$ cat src/sv/ndr_pkg.sv
// ndr_pkg: shared types and constants for the ntfs data run decoder
// no dependencies; used by the interface users, all ndr modules and the checker

package ndr_pkg;

  // result codes
  typedef enum logic [1:0] {
    KIND_RUN   = 2'd0,
    KIND_END   = 2'd1,
    KIND_ERROR = 2'd2
  } kind_t;

  // decoder phase
  typedef enum logic [1:0] {
    PH_HEADER = 2'd0,
    PH_LENGTH = 2'd1,
    PH_OFFSET = 2'd2
  } phase_t;

  // header nibble masks
  localparam logic [7:0] HDR_LEN_MASK = 8'h0F;
  localparam logic [7:0] HDR_OFF_MASK = 8'hF0;

  // configuration register map
  localparam int CFG_IDX_W = 2;
  localparam int CFG_VAL_W = 13;
  localparam logic [CFG_IDX_W-1:0] REG_SECTORS_PER_CLUSTER = 2'd0;
  localparam logic [CFG_IDX_W-1:0] REG_BYTES_PER_SECTOR    = 2'd1;

  // cluster-to-byte scale factor
  localparam int SPC_W    = 8;
  localparam int BPS_W    = 13;
  localparam int FACTOR_W = SPC_W + BPS_W;
  localparam logic [SPC_W-1:0]    SPC_RESET    = 8'd8;
  localparam logic [BPS_W-1:0]    BPS_RESET    = 13'd512;
  localparam logic [FACTOR_W-1:0] FACTOR_RESET = 21'd4096;

  typedef struct packed {
    logic [7:0] list_byte;
    logic       list_start;
  } byte_item_t;

  typedef struct packed {
    kind_t              result_kind;
    logic signed [63:0] start_cluster;
    logic [63:0]        length_clusters;
    logic [63:0]        length_bytes;
  } run_item_t;

  typedef struct packed {
    logic [CFG_IDX_W-1:0] index;
    logic [CFG_VAL_W-1:0] value;
  } cfg_item_t;

  // decoded run passed from decode to scale
  typedef struct packed {
    kind_t              kind;
    logic signed [63:0] start_cluster;
    logic [63:0]        length_clusters;
  } run_rec_t;

endpackage

$ cat src/sv/ndr_stream_if.sv
// ndr_stream_if: valid/ready channel carrying one payload item
// payload type is a parameter; used with ndr_pkg struct types

interface ndr_stream_if #(
  parameter type payload_t = logic
) ();

  logic     valid;
  logic     ready;
  payload_t data;

  modport source (output valid, output data, input ready);
  modport sink   (input valid, input data, output ready);

endinterface

$ cat src/sv/ndr_cfg.sv
// ndr_cfg: configuration registers and the registered cluster-to-byte factor
// depends on ndr_pkg and ndr_stream_if

module ndr_cfg (
  input  logic                          clk,
  input  logic                          rst,
  ndr_stream_if.sink                    cfg,
  output logic [ndr_pkg::FACTOR_W-1:0]  factor
);

  logic [ndr_pkg::SPC_W-1:0] sectors_per_cluster;
  logic [ndr_pkg::BPS_W-1:0] bytes_per_sector;

  // writes always taken
  assign cfg.ready = 1'b1;

  // register writes
  always_ff @(posedge clk) begin
    if (rst) begin
      sectors_per_cluster <= ndr_pkg::SPC_RESET;
      bytes_per_sector    <= ndr_pkg::BPS_RESET;
    end else if (cfg.valid) begin
      unique case (cfg.data.index)
        ndr_pkg::REG_SECTORS_PER_CLUSTER: begin
          sectors_per_cluster <= cfg.data.value[ndr_pkg::SPC_W-1:0];
        end
        ndr_pkg::REG_BYTES_PER_SECTOR: begin
          bytes_per_sector <= cfg.data.value[ndr_pkg::BPS_W-1:0];
        end
        default: begin
        end
      endcase
    end
  end

  // bytes per cluster, registered product of the two registers
  always_ff @(posedge clk) begin
    if (rst) begin
      factor <= ndr_pkg::FACTOR_RESET;
    end else begin
      factor <= ndr_pkg::FACTOR_W'(sectors_per_cluster) * ndr_pkg::FACTOR_W'(bytes_per_sector);
    end
  end

endmodule

$ cat src/sv/ndr_decode.sv
// ndr_decode: header/length/offset byte parser and running cluster adder
// depends on ndr_pkg and ndr_stream_if; feeds ndr_scale with a registered run record

module ndr_decode #(
  parameter int MAX_FIELD_BYTES = 8
) (
  input  logic              clk,
  input  logic              rst,
  ndr_stream_if.sink        byte_stream,
  input  logic              rec_ready,
  output ndr_pkg::run_rec_t rec,
  output logic              rec_valid
);

  localparam int ACC_W = 8 * MAX_FIELD_BYTES;
  localparam int CNT_W = $clog2(MAX_FIELD_BYTES + 1);

  ndr_pkg::phase_t    phase, phase_next, eff_phase;
  logic [3:0]         length_size, length_size_next;
  logic [3:0]         offset_size, offset_size_next;
  logic [CNT_W-1:0]   byte_count, byte_count_next;
  logic [ACC_W-1:0]   length_accum, length_accum_next;
  logic [ACC_W-1:0]   offset_accum, offset_accum_next;
  logic [63:0]        running_cluster, running_cluster_next;

  logic               take;
  logic [7:0]         b;
  logic [ACC_W-1:0]   byte_lane;
  logic [3:0]         cnt_inc;
  logic [3:0]         len_nib, off_nib;
  logic [ACC_W-1:0]   off_src;
  logic [63:0]        off_src64;
  logic               off_sign;
  logic [63:0]        off_sext;
  logic [63:0]        run_base;
  logic [63:0]        run_sum;
  logic               emit;
  ndr_pkg::run_rec_t  emit_rec;

  assign take              = byte_stream.valid && byte_stream.ready;
  assign byte_stream.ready = !rec_valid || rec_ready;
  assign b                 = byte_stream.data.list_byte;

  // list_start restarts at a header with the cluster cleared
  assign eff_phase = byte_stream.data.list_start ? ndr_pkg::PH_HEADER : phase;
  assign run_base  = byte_stream.data.list_start ? 64'd0 : running_cluster;

  // header nibbles
  assign len_nib = 4'(b & ndr_pkg::HDR_LEN_MASK);
  assign off_nib = 4'((b & ndr_pkg::HDR_OFF_MASK) >> 4);

  // place the byte in its little-endian lane
  always_comb begin
    byte_lane = '0;
    for (int i = 0; i < MAX_FIELD_BYTES; i++) begin
      if (byte_count == CNT_W'(i)) begin
        byte_lane[8*i +: 8] = b;
      end
    end
  end

  assign cnt_inc = 4'(byte_count) + 4'd1;

  // sign-extend the offset field from its own size
  assign off_src   = (eff_phase == ndr_pkg::PH_OFFSET) ? (offset_accum | byte_lane)
                                                         : offset_accum;
  assign off_src64 = 64'(off_src);

  always_comb begin
    off_sign = 1'b0;
    for (int i = 1; i <= MAX_FIELD_BYTES; i++) begin
      if (offset_size == 4'(i)) begin
        off_sign = off_src64[8*i-1];
      end
    end
  end

  always_comb begin
    for (int j = 0; j < 8; j++) begin
      if (4'(j) < offset_size) begin
        off_sext[8*j +: 8] = off_src64[8*j +: 8];
      end else begin
        off_sext[8*j +: 8] = {8{off_sign}};
      end
    end
  end

  assign run_sum = run_base + off_sext;

  // next state and result
  always_comb begin
    phase_next           = phase;
    length_size_next     = length_size;
    offset_size_next     = offset_size;
    byte_count_next      = byte_count;
    length_accum_next    = length_accum;
    offset_accum_next    = offset_accum;
    running_cluster_next = running_cluster;
    emit                 = 1'b0;
    emit_rec.kind            = ndr_pkg::KIND_RUN;
    emit_rec.start_cluster   = '0;
    emit_rec.length_clusters = '0;
    if (take) begin
      running_cluster_next = run_base;
      unique case (eff_phase)
        ndr_pkg::PH_LENGTH: begin
          length_accum_next = length_accum | byte_lane;
          byte_count_next   = CNT_W'(cnt_inc);
          if (cnt_inc >= length_size) begin
            byte_count_next = '0;
            if (offset_size == 4'd0) begin
              running_cluster_next     = run_sum;
              phase_next               = ndr_pkg::PH_HEADER;
              emit                     = 1'b1;
              emit_rec.kind            = ndr_pkg::KIND_RUN;
              emit_rec.start_cluster   = run_sum;
              emit_rec.length_clusters = 64'(length_accum | byte_lane);
            end else begin
              phase_next = ndr_pkg::PH_OFFSET;
            end
          end
        end
        ndr_pkg::PH_OFFSET: begin
          offset_accum_next = offset_accum | byte_lane;
          byte_count_next   = CNT_W'(cnt_inc);
          if (cnt_inc >= offset_size) begin
            byte_count_next          = '0;
            running_cluster_next     = run_sum;
            phase_next               = ndr_pkg::PH_HEADER;
            emit                     = 1'b1;
            emit_rec.kind            = ndr_pkg::KIND_RUN;
            emit_rec.start_cluster   = run_sum;
            emit_rec.length_clusters = 64'(length_accum);
          end
        end
        default: begin
          // header byte
          phase_next        = ndr_pkg::PH_HEADER;
          byte_count_next   = '0;
          length_accum_next = '0;
          offset_accum_next = '0;
          if (b == 8'd0) begin
            length_size_next = 4'd0;
            offset_size_next = 4'd0;
            emit             = 1'b1;
            emit_rec.kind    = ndr_pkg::KIND_END;
          end else if (len_nib > 4'(MAX_FIELD_BYTES) || off_nib > 4'(MAX_FIELD_BYTES)) begin
            length_size_next = 4'd0;
            offset_size_next = 4'd0;
            emit             = 1'b1;
            emit_rec.kind    = ndr_pkg::KIND_ERROR;
          end else begin
            length_size_next = len_nib;
            offset_size_next = off_nib;
            phase_next       = (len_nib != 4'd0) ? ndr_pkg::PH_LENGTH : ndr_pkg::PH_OFFSET;
          end
        end
      endcase
    end
  end

  // phase register
  always_ff @(posedge clk) begin
    if (rst) begin
      phase <= ndr_pkg::PH_HEADER;
    end else begin
      phase <= phase_next;
    end
  end

  // field sizes, accumulators and running cluster
  always_ff @(posedge clk) begin
    if (rst) begin
      length_size     <= '0;
      offset_size     <= '0;
      byte_count      <= '0;
      length_accum    <= '0;
      offset_accum    <= '0;
      running_cluster <= '0;
    end else begin
      length_size     <= length_size_next;
      offset_size     <= offset_size_next;
      byte_count      <= byte_count_next;
      length_accum    <= length_accum_next;
      offset_accum    <= offset_accum_next;
      running_cluster <= running_cluster_next;
    end
  end

  // run record register
  always_ff @(posedge clk) begin
    if (rst) begin
      rec_valid <= 1'b0;
    end else if (byte_stream.ready) begin
      rec_valid <= take && emit;
    end
  end

  always_ff @(posedge clk) begin
    if (byte_stream.ready) begin
      rec <= emit_rec;
    end
  end

endmodule

$ cat src/sv/ndr_scale.sv
// ndr_scale: two-stage length-to-bytes multiply with saturation and output register
// depends on ndr_pkg and ndr_stream_if; takes run records from ndr_decode

module ndr_scale (
  input  logic                         clk,
  input  logic                         rst,
  input  ndr_pkg::run_rec_t            rec,
  input  logic                         rec_valid,
  output logic                         rec_ready,
  input  logic [ndr_pkg::FACTOR_W-1:0] factor,
  ndr_stream_if.source                 run_stream
);

  localparam int PROD_W = 32 + ndr_pkg::FACTOR_W;
  localparam int FULL_W = 64 + ndr_pkg::FACTOR_W;

  logic              prod_valid;
  ndr_pkg::run_rec_t prod_rec;
  logic [PROD_W-1:0] prod_lo, prod_hi;
  logic              prod_ready, out_ready;
  logic [FULL_W-1:0] full;
  logic              sat;

  assign out_ready  = !run_stream.valid || run_stream.ready;
  assign prod_ready = !prod_valid || out_ready;
  assign rec_ready  = prod_ready;

  // partial products, low and high halves of the length
  always_ff @(posedge clk) begin
    if (rst) begin
      prod_valid <= 1'b0;
    end else if (prod_ready) begin
      prod_valid <= rec_valid;
    end
  end

  always_ff @(posedge clk) begin
    if (prod_ready) begin
      prod_rec <= rec;
      prod_lo  <= PROD_W'(rec.length_clusters[31:0]) * PROD_W'(factor);
      prod_hi  <= PROD_W'(rec.length_clusters[63:32]) * PROD_W'(factor);
    end
  end

  // combine and saturate
  assign full = {prod_hi, 32'd0} + FULL_W'(prod_lo);
  assign sat  = |full[FULL_W-1:64];

  always_ff @(posedge clk) begin
    if (rst) begin
      run_stream.valid <= 1'b0;
    end else if (out_ready) begin
      run_stream.valid <= prod_valid;
    end
  end

  always_ff @(posedge clk) begin
    if (out_ready) begin
      run_stream.data.result_kind     <= prod_rec.kind;
      run_stream.data.start_cluster   <= prod_rec.start_cluster;
      run_stream.data.length_clusters <= prod_rec.length_clusters;
      run_stream.data.length_bytes    <= sat ? '1 : full[63:0];
    end
  end

endmodule

$ cat src/sv/ntfs_data_run_decoder_top.sv
// ntfs_data_run_decoder_top: one run list byte accepted per cycle unless a stalled output backs up
// the result of a closing byte (or a zero/bad header) passes run record, product and output registers
// stages: parse and cluster add, split 32x21 multiplies, combine and saturate
// a configuration write is taken into its register, then into the registered byte scale factor
// synchronous reset: expects a header, running cluster zero, registers 8 and 512

module ntfs_data_run_decoder_top #(
  parameter int MAX_FIELD_BYTES = 8
) (
  input  logic         clk,
  input  logic         rst,
  ndr_stream_if.sink   cfg,
  ndr_stream_if.sink   byte_stream,
  ndr_stream_if.source run_stream
);

  logic [ndr_pkg::FACTOR_W-1:0] factor;
  ndr_pkg::run_rec_t            rec;
  logic                         rec_valid;
  logic                         rec_ready;

  // configuration registers
  ndr_cfg u_cfg (
    .clk    (clk),
    .rst    (rst),
    .cfg    (cfg),
    .factor (factor)
  );

  // byte parser
  ndr_decode #(
    .MAX_FIELD_BYTES (MAX_FIELD_BYTES)
  ) u_decode (
    .clk         (clk),
    .rst         (rst),
    .byte_stream (byte_stream),
    .rec_ready   (rec_ready),
    .rec         (rec),
    .rec_valid   (rec_valid)
  );

  // byte length and output register
  ndr_scale u_scale (
    .clk        (clk),
    .rst        (rst),
    .rec        (rec),
    .rec_valid  (rec_valid),
    .rec_ready  (rec_ready),
    .factor     (factor),
    .run_stream (run_stream)
  );

endmodule

$ cat src/flat_wrapper.sv
// flat-port wrapper written by rule: the top's interface ports become plain ports
module ntfs_data_run_decoder_top_flat 
#(
  parameter int MAX_FIELD_BYTES = 8
)
  (clk, rst, cfg_valid, cfg_data, cfg_ready, byte_stream_valid, byte_stream_data, byte_stream_ready, run_stream_valid, run_stream_data, run_stream_ready);
  ndr_stream_if #(.payload_t(ndr_pkg::cfg_item_t)) cfg_i ();
  ndr_stream_if #(.payload_t(ndr_pkg::byte_item_t)) byte_stream_i ();
  ndr_stream_if #(.payload_t(ndr_pkg::run_item_t)) run_stream_i ();
  input  logic clk;
  input  logic rst;
  input wire logic [$bits(cfg_i.valid)-1:0] cfg_valid;
  input wire logic [$bits(cfg_i.data)-1:0] cfg_data;
  output wire logic [$bits(cfg_i.ready)-1:0] cfg_ready;
  input wire logic [$bits(byte_stream_i.valid)-1:0] byte_stream_valid;
  input wire logic [$bits(byte_stream_i.data)-1:0] byte_stream_data;
  output wire logic [$bits(byte_stream_i.ready)-1:0] byte_stream_ready;
  output wire logic [$bits(run_stream_i.valid)-1:0] run_stream_valid;
  output wire logic [$bits(run_stream_i.data)-1:0] run_stream_data;
  input wire logic [$bits(run_stream_i.ready)-1:0] run_stream_ready;
  assign cfg_i.valid = cfg_valid;
  assign cfg_i.data = cfg_data;
  assign cfg_ready = cfg_i.ready;
  assign byte_stream_i.valid = byte_stream_valid;
  assign byte_stream_i.data = byte_stream_data;
  assign byte_stream_ready = byte_stream_i.ready;
  assign run_stream_valid = run_stream_i.valid;
  assign run_stream_data = run_stream_i.data;
  assign run_stream_i.ready = run_stream_ready;
  ntfs_data_run_decoder_top #(.MAX_FIELD_BYTES(MAX_FIELD_BYTES)) u_core (.clk(clk), .rst(rst), .cfg(cfg_i), .byte_stream(byte_stream_i), .run_stream(run_stream_i));
endmodule
$ cat config.mk
export PLATFORM = sky130hd
export DESIGN_NAME = ntfs_data_run_decoder_top_flat
export DESIGN_NICKNAME = d
export VERILOG_FILES = /design/src/sv/ndr_pkg.sv /design/src/sv/ndr_stream_if.sv /design/src/sv/ndr_cfg.sv /design/src/sv/ndr_decode.sv /design/src/sv/ndr_scale.sv /design/src/sv/ntfs_data_run_decoder_top.sv /design/src/flat_wrapper.sv
export SDC_FILE = /design/constraint.sdc
export NUM_CORES = 2
export LEC_CHECK = 0
export ABC_AREA = 1
export ABC_CLOCK_PERIOD_IN_PS = 28700
export BUFFER_PORTS_ARGS = -buffer_cell sky130_fd_sc_hd__buf_2
export CAP_MARGIN = 10
export CORE_MARGIN = 4
export CORE_UTILIZATION = 55
export DETAILED_ROUTE_END_ITERATION = 8
export GPL_ROUTABILITY_DRIVEN = 0
export GPL_TIMING_DRIVEN = 0
export PLACE_DENSITY = 0.72
export SLEW_MARGIN = 20
export SYNTH_ARGS = -nofsm -noshare
export SYNTH_HDL_FRONTEND = slang
export SYNTH_SLANG_ARGS = --single-unit
$ cat constraint.sdc
create_clock -name clk -period 28.7 [get_ports clk]
set_input_delay 0 -clock clk [delete_from_list [all_inputs] [get_ports clk]]
set_output_delay 0 -clock clk [all_outputs]
set_load 0.1 [all_outputs]
==> impl_metrics.sql <==
INSERT INTO impl_metrics (metric_group, metric, value, unit) VALUES
('run_status', 'run_status', 'complete, no violations', ''),
('place', 'placed_cells_incl_taps', '12629', ''),
('synth', 'netlist.area_leader.share', '28.08', '%'),
('setup_path', 'register_to_register_setup_slack', '19910', 'ps'),
('sta', 'finalWorstSetupSlack', '19910', 'ps'),
('global_routing', 'number_of_antenna_violations_at_the_first_check_in_global_routing', '10', ''),
('die', 'std_cell_rows', '144', ''),
('setup_path', 'critical_path.endpoint_type', 'flop', ''),
('power_and_ir_drop', 'peakVddDrop', '60.06', 'uV'),
('route', 'drtAntennaViolNets', '0', ''),
('die', 'floorplan.core_area', '154400', 'um^2'),
('sta', 'slew-limit-headroom', '6.590', '%'),
('synth', 'mappedNetlistArea', '85700', 'um^2'),
('synth', 'ys_top_cells_by_area', 'fa_1, edfxtp_1, inv_1, nand2_1, ha_1', ''),
('synth', 'synthTopCellsByCount', 'inv_1, nand2_1, fa_1', ''),
('final_layout', 'final-instance-count-excl-fill', '12841', ''),
('sta', 'layout_worst_path_cycle_share', '30.62', '%'),
('sta', 'slew_violations', '0', ''),
('clock_tree', 'clk_path_buf_depth', '3', ''),
('power_and_ir_drop', 'power-per-cell-area', '31.01', 'nW/um^2'),
('clock_tree', 'cts_tree', 'yes', ''),
('sta', 'max_slew.worst_pin.slew', '1401', 'ps'),
('clock_tree', 'cts.root.buffer_cell', 'clkbuf_16', ''),
('sta', 'peak_clock_frequency_supported_by_timing', '113.8', 'MHz'),
('power_and_ir_drop', 'leakage', '49.90', 'nW'),
('clock_tree', 'numCtsBuffers', '84', ''),
('final_layout', 'sequential_cell_area', '21840', 'um^2'),
('job', 'maxCapViolations', '0', ''),
('final_layout', 'drive_gt1_share', '4.999', '%'),
('route', 'initialDrtViolationCount', '8835', ''),
('clock_tree', 'path_clk_slew', '60', 'ps'),
('synth', 'ys_ff_latch', '811', ''),
('synth', 'synthArstFlopShare', '0', '%'),
('setup_path', 'critPathMaxStageDelay', '1050', 'ps'),
('min_path', 'hold_class', 'in2reg', ''),
('die', 'die_width', '402.7', 'um'),
('setup_path', 'timing_worst_setup_path_type', 'reg2reg', ''),
('global_routing', 'grt_max_degree', '112', ''),
('route', 'detail_route.vias_per_cell', '5.647', ''),
('synth', 'post_synth_top_flop', 'edfxtp_1', ''),
('global_routing', 'grt_pass1_vias', '72811', ''),
('route', 'wl_per_cell', '22.08', 'um'),
('global_routing', 'grt_use_total', '34.83', '%'),
('setup_path', 'path_cells', 'clkbuf_1 > buf_1 > nand2_1 > inv_1 > fa_1 > fa_1 > fa_1 > fa_1 > fa_1 > fa_1 > inv_1 > fa_1 > inv_1 > ha_1 > nand2_1 > nor2_1 > inv_1 > nor4_1 > nand3_1 > nand3_1 > nand2_1 > o211ai_1 > a21oi_1 > xor2_1', ''),
('synth', 'mappedNetlistNets', '12052', ''),
('setup_path', 'endpoint_arrival_time_on_the_critical_path', '9230', 'ps'),
('place', 'numPortBuffers', '222', ''),
('setup_path', 'cp_common_cell', 'fa_1', ''),
('sta', 'setup_tns', '0', 'ps'),
('final_layout', 'multi_input_area', '51740', 'um^2'),
('synth', 'synth.distinct_cells', '61', ''),
('die', 'initial_utilization', '55.50', '%'),
('place', 'hpwlAfterDp', '226.0', 'mm'),
('synth', 'synth-edff-count', '560', ''),
('synth', 'synth_top_cell_by_area', 'fa_1', ''),
('final_layout', 'design.final.nets', '12412', ''),
('clock_tree', 'clk_latency', '730', 'ps'),
('setup_path', 'worstPathMaxFanout', '10', ''),
('die', 'die_h', '402.7', 'um'),
('setup_path', 'setup.worst_path.start_class', 'flop', ''),
('sta', 'final_hold_viol_count', '0', ''),
('place', 'placement.setup.worst_slack', '20190', 'ps'),
('route', 'routed_wl', '283.5', 'mm'),
('final_layout', 'final.fill_count', '13353', ''),
('die', 'floorplan.io_pins', '226', ''),
('sta', 'setup_violations', '0', ''),
('setup_path', 'worst_path_max_delay_cell', 'buf_1', ''),
('global_routing', 'grt_overflow', '0', ''),
('sta', 'clock_period_minus_final_worst_setup_slack', '8787', 'ps'),
('route', 'remaining_drc_errors', '0', ''),
('clock_tree', 'cts.sink_count', '811', '');
==> worst max-delay path, delay by kind of cell (launching register included) <==
| family | cells | cell delay, ps |
|---|---|---|
| adder cells (fa/ha/maj) | 8 | 3900 |
| buffers and inverters | 6 | 2380 |
| AND/OR/NAND/NOR | 7 | 1310 |
| flip-flops | 1 | 430 |
| AO/OA/AOI/OAI | 2 | 330 |
| XOR/XNOR | 1 | 170 |
==> stage by stage <==
stage	cell area, um^2	utilization [%]	hold slack [ps]
after floorplan	85700	-	113.2
after global placement	89370	57.88	205.8
after detailed placement	89620	58.04	217.0
after CTS	92860	60.14	66.21
after global routing	92880	60.15	123.8
final	92910	60.17	83.93
==> what timing repair did <==
item | CTS | global route
hold endpoints to repair | 43 | 0
hold buffers | 45 | 0
buffers inserted | 0 | 0
resized for setup | 0 | 0
==> final timing paths <==
check                                          from                                        endpoint  cells after the start
max reg2reg      u_core.u_cfg.factor[20]$_SDFF_PP0_            u_core.u_scale.prod_hi[49]$_DFFE_PP_                     24
max              u_core.u_cfg.factor[20]$_SDFF_PP0_            u_core.u_scale.prod_hi[49]$_DFFE_PP_                     24
min                                    cfg_data[11]  u_core.u_cfg.bytes_per_sector[11]$_SDFFE_PP0P_                      4
min reg2reg  u_core.u_decode.rec[108]$_SDFFCE_PN0N_          u_core.u_scale.prod_rec[108]$_DFFE_PP_                      0
==> registers in the layout (all words and copies together) (netlist names), 2 cells and up <==
register / cells
u_core.u_decode.offset_size: 4
u_core.u_decode.offset_accum: 64
u_core.u_decode.running_cluster: 64
u_core.u_decode.rec: 130
u_core.u_scale.prod_hi: 53
u_core.u_cfg.bytes_per_sector: 13
u_core.u_scale.prod_lo: 53
u_core.u_decode.phase: 2
u_core.u_scale.run_stream.data: 194
u_core.u_decode.length_accum: 64
u_core.u_decode.length_size: 4
u_core.u_scale.prod_rec: 130
u_core.u_cfg.sectors_per_cluster: 8
u_core.u_cfg.factor: 21
u_core.u_decode.byte_count: 4
==> cell type report <==
cell class                 instances  share of cell area, %
multi-input combinational       6364                  55.68
sequential                       811                  23.51
inverter                        2728                  11.03
tap                             2044                  2.752
clock buffer                     111                  2.485
buffer                           453                  2.094
timing repair buffer             274                  1.888
clock inverter                    41                 0.5211
antenna                           15                0.04040
==> layout by cell type (no fill, tap or decap), types with 35 or more instances in the layout <==
cell type      Yosys  layout
inv_1           2706    2705
a21oi_1          645     645
o211ai_1          69      69
nand4_2           60      60
a31oi_1           35      35
clkbuf_1         361     344
buf_1             67      61
dlygate4sd3_1      0      45
edfxtp_1         560     560
buf_2              6     231
nand3_1          213     213
xnor2_1           61      61
nand2_1         2270    2268
o31ai_1           46      46
dfxtp_1          251     251
fa_1            1202    1202
xor2_1           113     113
clkbuf_2           0      37
ha_1             465     465
nand4_1           44      44
nor3_1            58      58
nor2_1           652     652
clkbuf_16          0      85
o21ai_0          248     248
==> metal layers <==
metal	track usage, %	share of wire [%]
met5	0	0.0095
met4	22.97	8.4
met3	13.17	14
met2	52.09	42
met1	42.19	35
==> power by group <==
group / switching [mW] / total (mW) / internal (mW)
registers: 0.0127 / 1.28 / 1.27
clock network: 0.482 / 1.11 / 0.626
logic: 0.396 / 0.490 / 0.0931
==> logic make-up after synthesis <==
| kind of cell | Yosys count | synth area share (%) |
|---|---|---|
| buffers and inverters | 3181 | 14.16 |
| AND/OR/NAND/NOR | 3369 | 16.21 |
| flip-flops | 811 | 25.49 |
| adder cells (fa/ha/maj) | 1667 | 34.87 |
| AO/OA/AOI/OAI | 1153 | 7.494 |
| other | 1 | 0.004376 |
| XOR/XNOR | 174 | 1.778 |
(Power assumes the default switching activity.)
